<file path="src/rtl/deq_pkg.sv">
package deq_pkg;

	localparam int DEPTH_DEF = 16;
	localparam int WORD_W    = 32;
	localparam int COUNT_W   = 5;

	localparam logic [1:0] OP_PUSH_BACK  = 2'd0;
	localparam logic [1:0] OP_PUSH_FRONT = 2'd1;
	localparam logic [1:0] OP_POP_BACK   = 2'd2;
	localparam logic [1:0] OP_POP_FRONT  = 2'd3;

	localparam logic signed [WORD_W-1:0] EMPTY_WORD = '1;

	typedef logic signed [WORD_W-1:0] word_t;

endpackage

</file>
<file path="src/rtl/double_ended_queue.sv">
// Double-ended queue of signed 32-bit words held in a ring buffer of DEPTH
// entries (one synchronous RAM, one write and two read addresses). Each input
// word is one operation: push back, push front, pop back or pop front. For
// every operation exactly one result word follows, giving the front and back
// entries afterwards (all ones, i.e. minus one, when the queue is empty), the
// entry count (low five bits) and an overflow flag that is set when a push
// met a full queue and was dropped. A pop on an empty queue changes nothing.
// One operation at a time: the accepting edge updates the pointers and writes
// the RAM, the read state then fetches front and back through the registered
// RAM read port, and the show state presents the result until it is taken.
// in_stall stays high from acceptance until the result word has been taken.
// The RAM needs no clearing after reset.
module double_ended_queue #(
	parameter int DEPTH = deq_pkg::DEPTH_DEF
) (
	input  logic                          clk,
	input  logic                          arst_n,
	input  logic                          in_valid,
	output logic                          in_stall,
	input  logic [1:0]                    func,
	input  logic signed [deq_pkg::WORD_W-1:0] value,
	output logic                          out_valid,
	input  logic                          out_stall,
	output logic signed [deq_pkg::WORD_W-1:0] front_word,
	output logic signed [deq_pkg::WORD_W-1:0] back_word,
	output logic [deq_pkg::COUNT_W-1:0]   count,
	output logic                          overflow
);

	localparam int AW = (DEPTH > 1) ? $clog2(DEPTH) : 1;
	localparam int CW = $clog2(DEPTH + 1);

	// sequencer codes
	localparam logic [1:0] ST_IDLE = 2'd0;
	localparam logic [1:0] ST_READ = 2'd1;
	localparam logic [1:0] ST_SHOW = 2'd2;

	logic [1:0]    state_q;
	logic [AW-1:0] head_q;
	logic [CW-1:0] cnt_q;
	logic          overflow_q;

	// entry storage, no reset: an unwritten entry is read only when the queue is empty, and the output masks it
	deq_pkg::word_t mem_q [DEPTH];
	deq_pkg::word_t rd_front_q;
	deq_pkg::word_t rd_back_q;

	logic          in_take;
	logic          out_take;
	logic          is_push;
	logic          full;
	logic          empty;
	logic [AW-1:0] head_dec;
	logic [AW-1:0] head_inc;
	logic [AW:0]   tail_sum;
	logic [AW-1:0] tail_pos;
	logic [AW:0]   back_sum;
	logic [AW-1:0] back_pos;
	logic          wr_en;
	logic [AW-1:0] wr_addr;
	logic [AW-1:0] head_nxt;
	logic [CW-1:0] cnt_nxt;
	logic [CW+4:0] cnt_ext;

	assign in_take  = in_valid && !in_stall;
	assign out_take = out_valid && !out_stall;
	assign in_stall = (state_q != ST_IDLE);

	assign is_push = (func == deq_pkg::OP_PUSH_BACK) || (func == deq_pkg::OP_PUSH_FRONT);
	assign full    = (cnt_q == CW'(DEPTH));
	assign empty   = (cnt_q == '0);

	// wrap pointers by hand so that any DEPTH works, not only powers of two
	assign head_dec = (head_q == '0) ? AW'(DEPTH - 1) : head_q - AW'(1);
	assign head_inc = (head_q == AW'(DEPTH - 1)) ? '0 : head_q + AW'(1);

	// free slot behind the back entry: head + count, below 2*DEPTH
	assign tail_sum = (AW+1)'(head_q) + (AW+1)'(cnt_q);
	assign tail_pos = (tail_sum >= (AW+1)'(DEPTH)) ? AW'(tail_sum - (AW+1)'(DEPTH))
	                                               : AW'(tail_sum);

	// back entry: head + count - 1, taken as head when empty
	assign back_sum = empty ? (AW+1)'(head_q) : tail_sum - (AW+1)'(1);
	assign back_pos = (back_sum >= (AW+1)'(DEPTH)) ? AW'(back_sum - (AW+1)'(DEPTH))
	                                               : AW'(back_sum);

	// decode the operation into a pointer move, a count step and a RAM write
	always_comb begin
		head_nxt = head_q;
		cnt_nxt  = cnt_q;
		wr_en    = 1'b0;
		wr_addr  = tail_pos;
		unique case (func)
			deq_pkg::OP_PUSH_BACK: begin
				if (!full) begin
					wr_en   = 1'b1;
					cnt_nxt = cnt_q + CW'(1);
				end
			end
			deq_pkg::OP_PUSH_FRONT: begin
				if (!full) begin
					wr_en    = 1'b1;
					wr_addr  = head_dec;
					head_nxt = head_dec;
					cnt_nxt  = cnt_q + CW'(1);
				end
			end
			deq_pkg::OP_POP_BACK: begin
				if (!empty) begin
					cnt_nxt = cnt_q - CW'(1);
				end
			end
			deq_pkg::OP_POP_FRONT: begin
				if (!empty) begin
					head_nxt = head_inc;
					cnt_nxt  = cnt_q - CW'(1);
				end
			end
			default: begin
				head_nxt = head_q;
			end
		endcase
	end

	// sequencer and pointer state
	always_ff @(posedge clk or negedge arst_n) begin
		if (!arst_n) begin
			state_q    <= ST_IDLE;
			head_q     <= '0;
			cnt_q      <= '0;
			overflow_q <= 1'b0;
		end else begin
			unique case (state_q)
				ST_IDLE: begin
					if (in_take) begin
						head_q     <= head_nxt;
						cnt_q      <= cnt_nxt;
						overflow_q <= is_push && full;
						state_q    <= ST_READ;
					end
				end
				ST_READ: begin
					state_q <= ST_SHOW;
				end
				ST_SHOW: begin
					if (out_take) begin
						state_q <= ST_IDLE;
					end
				end
				default: begin
					state_q <= ST_IDLE;
				end
			endcase
		end
	end

	// write port: store the pushed word on the accepting edge
	always_ff @(posedge clk) begin
		if (in_take && wr_en) begin
			mem_q[wr_addr] <= value;
		end
	end

	// read ports: fetch front and back in the read state, hold while shown
	always_ff @(posedge clk) begin
		if (state_q == ST_READ) begin
			rd_front_q <= mem_q[head_q];
			rd_back_q  <= mem_q[back_pos];
		end
	end

	assign cnt_ext = {5'b0, cnt_q};

	assign out_valid  = (state_q == ST_SHOW);
	assign front_word = empty ? deq_pkg::EMPTY_WORD : rd_front_q;
	assign back_word  = empty ? deq_pkg::EMPTY_WORD : rd_back_q;
	assign count      = cnt_ext[deq_pkg::COUNT_W-1:0];
	assign overflow   = overflow_q;

	// the count never runs past the buffer size
	a_cnt_bound: assert property (@(posedge clk) disable iff (!arst_n)
		cnt_q <= CW'(DEPTH))
		else $error("entry count beyond depth");

	// the head pointer stays inside the buffer
	a_head_bound: assert property (@(posedge clk) disable iff (!arst_n)
		head_q <= AW'(DEPTH - 1))
		else $error("head pointer out of range");

	// a dropped push is only ever reported against a full queue
	a_ovf_full: assert property (@(posedge clk) disable iff (!arst_n)
		out_valid && overflow |-> full)
		else $error("overflow reported while not full");

	// an accepted word always starts the RAM read
	a_take_read: assert property (@(posedge clk) disable iff (!arst_n)
		in_take |=> (state_q == ST_READ) && !out_valid)
		else $error("accepted word did not start a read");

endmodule

</file>
<file path="config.mk">
export PLATFORM = sky130hd
export DESIGN_NAME = double_ended_queue
export DESIGN_NICKNAME = d
export VERILOG_FILES = /design/src/rtl/deq_pkg.sv /design/src/rtl/double_ended_queue.sv
export SDC_FILE = /design/constraint.sdc
export NUM_CORES = 1
export LEC_CHECK = 0
export BUFFER_PORTS_ARGS = -buffer_cell sky130_fd_sc_hd__buf_2
export CAP_MARGIN = 20
export CORE_ASPECT_RATIO = 0.6
export CORE_MARGIN = 5
export CORE_UTILIZATION = 56
export DETAILED_ROUTE_END_ITERATION = 10
export MAX_ROUTING_LAYER = met4
export PLACE_DENSITY_LB_ADDON = 0.15
export SYNTH_ARGS = -nofsm -noshare
export SYNTH_HDL_FRONTEND = slang
export SYNTH_SLANG_ARGS = --single-unit
</file>
<file path="constraint.sdc">
create_clock -name clk -period 3.9 [get_ports clk]
set_input_delay 0.78 -clock clk [delete_from_list [all_inputs] [get_ports clk]]
set_output_delay 0.78 -clock clk [all_outputs]
set_load 0.01 [all_outputs]
</file>
==> results.yml <==
grt:
  use_met1_pct: 42.76
  track_usage_pct: 28.59
  grt_start_max_net_pins: 127
  met3_usage_pct: 6.738
  grt_pass1_wl_um: 112100
  grtUsageMet2_pct: 40.69
  grt.overflow.total: 0
  grt_pass1_vias: 17532
  antenna_found_initial: 4
  grt-busiest-layer: "met1"
routing:
  vias: 18149
  post_drt_wl_per_cell_um: 27.82
  finalWirelength_um: 75080
  vias_per_cell: 6.724
  drcViolationCount: 0
  drtAntennaViolNets: 0
  drt_iter0_drc: 2143
  drt_pass1_iterations: 6
setup_path:
  crit_slowest_cell: "a21oi_4"
  r2r_cells: 11
  critPathMaxStageDelay_ns: 0.82
  critPathLaunchType: "flop"
  crit_arrival_ns: 4.07
  cp-end-kind: "flop"
  crit_type: "reg2reg"
  cp_max_fo: 22
  worstPathRequired_ns: 4.35
  worstPathCellList: "ha_1, fa_1, inv_1, ha_1, xor2_1, nor2_1, a22oi_1, a21oi_4, buf_4, a22oi_1, nand2_1"
  r2r_slack_ns: 0.28
logic_synthesis:
  synth-main-ff-cell: "edfxtp_1"
  yosysTopAreaCellShare_pct: 63.71
  synth.distinct_cells: 46
  synth_edf_count: 576
  netlist_instances: 1930
  ys_ff_latch: 588
  ys_top_cells_by_area: "edfxtp_1 64%, mux4_2 8.2%, nand2_1 5.1%"
  yosys.area.top_type: "edfxtp_1"
  async_flop_share_pct: 2.041
  avgSynthCellArea_sq_um: 14.07
  synthesis.area_sq_um: 27150
  seq_area_frac_synth_pct: 64.82
  ys.warnings.count: 0
  synthesis.nets: 1979
layout:
  final_core_util_pct: 63.97
  drive_above_1_share_pct: 18.64
  nets: 2060
  synthToLayoutAreaGrowth_pct: 12.79
  nFillCells: 3431
clocking:
  clockRootBuffer: "clkbuf_16"
  clk_pin_slew_ns: 0.07
  cts.path.max_buffers: 3
  clock_sinks: 588
  clock_latency_ns: 0.60
  post_cts_buffers: 0
  post_cts_resized: 0
  cts_tree: "yes"
  htreeDepth: 2
  cts_buffers: 53
  hold_buffers: 0
place:
  dp_hpwl_um: 41510
  place_congestion: 0.8516
  portBuffers: 109
sta:
  max_freq_mhz: 276.2
  finalMaxSlewViolations: 0
  tightestPinTransition_ns: 1.008
  clock_skew_ns: 0.02252
  rsz0062_at_grt: "false"
  min_period_ns: 3.620
  hold_viol: 0
  timing.final.crit_share_pct: 92.82
  setup_viol: 0
  slew_headroom_pct: 32.81
floorplan:
  dieWidth_um: 294.2
  rows: 62
  coreArea_sq_um: 47860
  dieArea_sq_um: 53120
  initial_utilization_pct: 56.72
  design.portCount: 110
  die_height_um: 180.5
run:
  maxCapViolCount: 0
status:
  status: "finished clean"
min_path:
  hp-class: "in2async"
layout make-up:
| type | count | area [sq um] | area share, % |
|---|---|---|---|
| clock buffer | 68 | 1425 | 4.654 |
| inverter | 13 | 48.80 | 0.1594 |
| sequential | 588 | 17610 | 57.50 |
| multi-input combinational | 1183 | 9049 | 29.55 |
| timing repair buffer | 172 | 1369 | 4.470 |
| antenna | 4 | 10.01 | 0.03269 |
| tap | 640 | 800.8 | 2.615 |
| clock inverter | 31 | 310.3 | 1.013 |
path summary, 6_finish.rpt:
kind,from,endpoint
setup / recovery,count[0],rd_back_q[17]
hold / removal,arst_n,count[2]
setup reg to reg,count[0],rd_back_q[17]
hold reg to reg,overflow,overflow
max in group asynchronous,arst_n,head_q[0]
min in group clk,out_stall,state_q[1]
critical path: cells and delay by family (launching register included):
family | cells | cell delay (ns)
adders and majority gates | 3 | 1.03
and+or+nand+nor | 2 | 0.29
xor gates and xnor gates | 1 | 0.18
AOI/OAI and AO/OA | 3 | 1.13
buffers and inverters | 2 | 0.40
DFF | 1 | 0.46
through the flow:
step	hold WS (ns)	setup TNS (ns)	instances	cell area [sq um]	worst slack (ns)
2_1_floorplan	0.4844	-17.79	1930	27150	-0.07530
3_3_place_gp	0.4634	0	2596	28870	0.4651
3_5_place_dp	0.4690	0	2596	28870	0.2997
4_1_cts	0.05765	0	2695	30610	0.3149
5_1_grt	0.07770	0	2698	30620	0.1055
6_report	0.06758	0	2699	30620	0.2798
synth_stat cells (8+ instances only):
cell / instances
a32oi_1: 94
buf_4: 8
buf_1: 12
dfrtp_1: 12
nand3_1: 39
nand2b_1: 67
buf_2: 41
o21ai_0: 43
nand2_1: 369
ha_1: 9
edfxtp_1: 576
mux2i_1: 128
a21oi_1: 107
mux4_2: 99
clkbuf_1: 83
a22oi_1: 61
a221oi_1: 62
inv_1: 11
nor2_1: 58
state kept, by name, indices dropped and copies added (netlist names):
register	cells
overflow	1
state_q	2
rd_front_q	32
rd_back_q	32
mem_q	512
count	5
head_q	4
metal layers:
metal / up-vias / wire length (um)
met5: - / 0
met3: 113 / 8814
li1: 7727 / -
met2: 1167 / 32940
met1: 9142 / 31970
met4: 0 / 1366
placed cells by master (no fill, tap or decap), types with 7 or more instances in the layout:
cell type    n
clkinv_1    12
mux2i_1    128
buf_12      28
nand2b_1    66
clkinv_2     8
a32oi_1     94
mux4_2      99
xor2_1       7
a21oi_1    105
o21ai_0     43
inv_1       11
buf_4       35
clkbuf_16   55
ha_1         9
nor2_4      18
nand3_1     39
nand2_1    369
clkbuf_1    13
dfrtp_1      8
nor2_1      40
a22oi_1     61
edfxtp_1   576
a221oi_1    62
buf_2      109
cells by family after synthesis:
logic type,Yosys count,synth area share [%]
buffers and inverters,159,2.553
and+or+nand+nor,543,8.434
AOI/OAI and AO/OA,384,9.983
DFF,588,64.82
adders and majority gates,11,0.5623
muxes,230,13.06
xor gates and xnor gates,15,0.5899
Power is left out: the tool's default activity adds up to more than one toggle a clock period on the data nets, which glitch-free logic cannot reach.
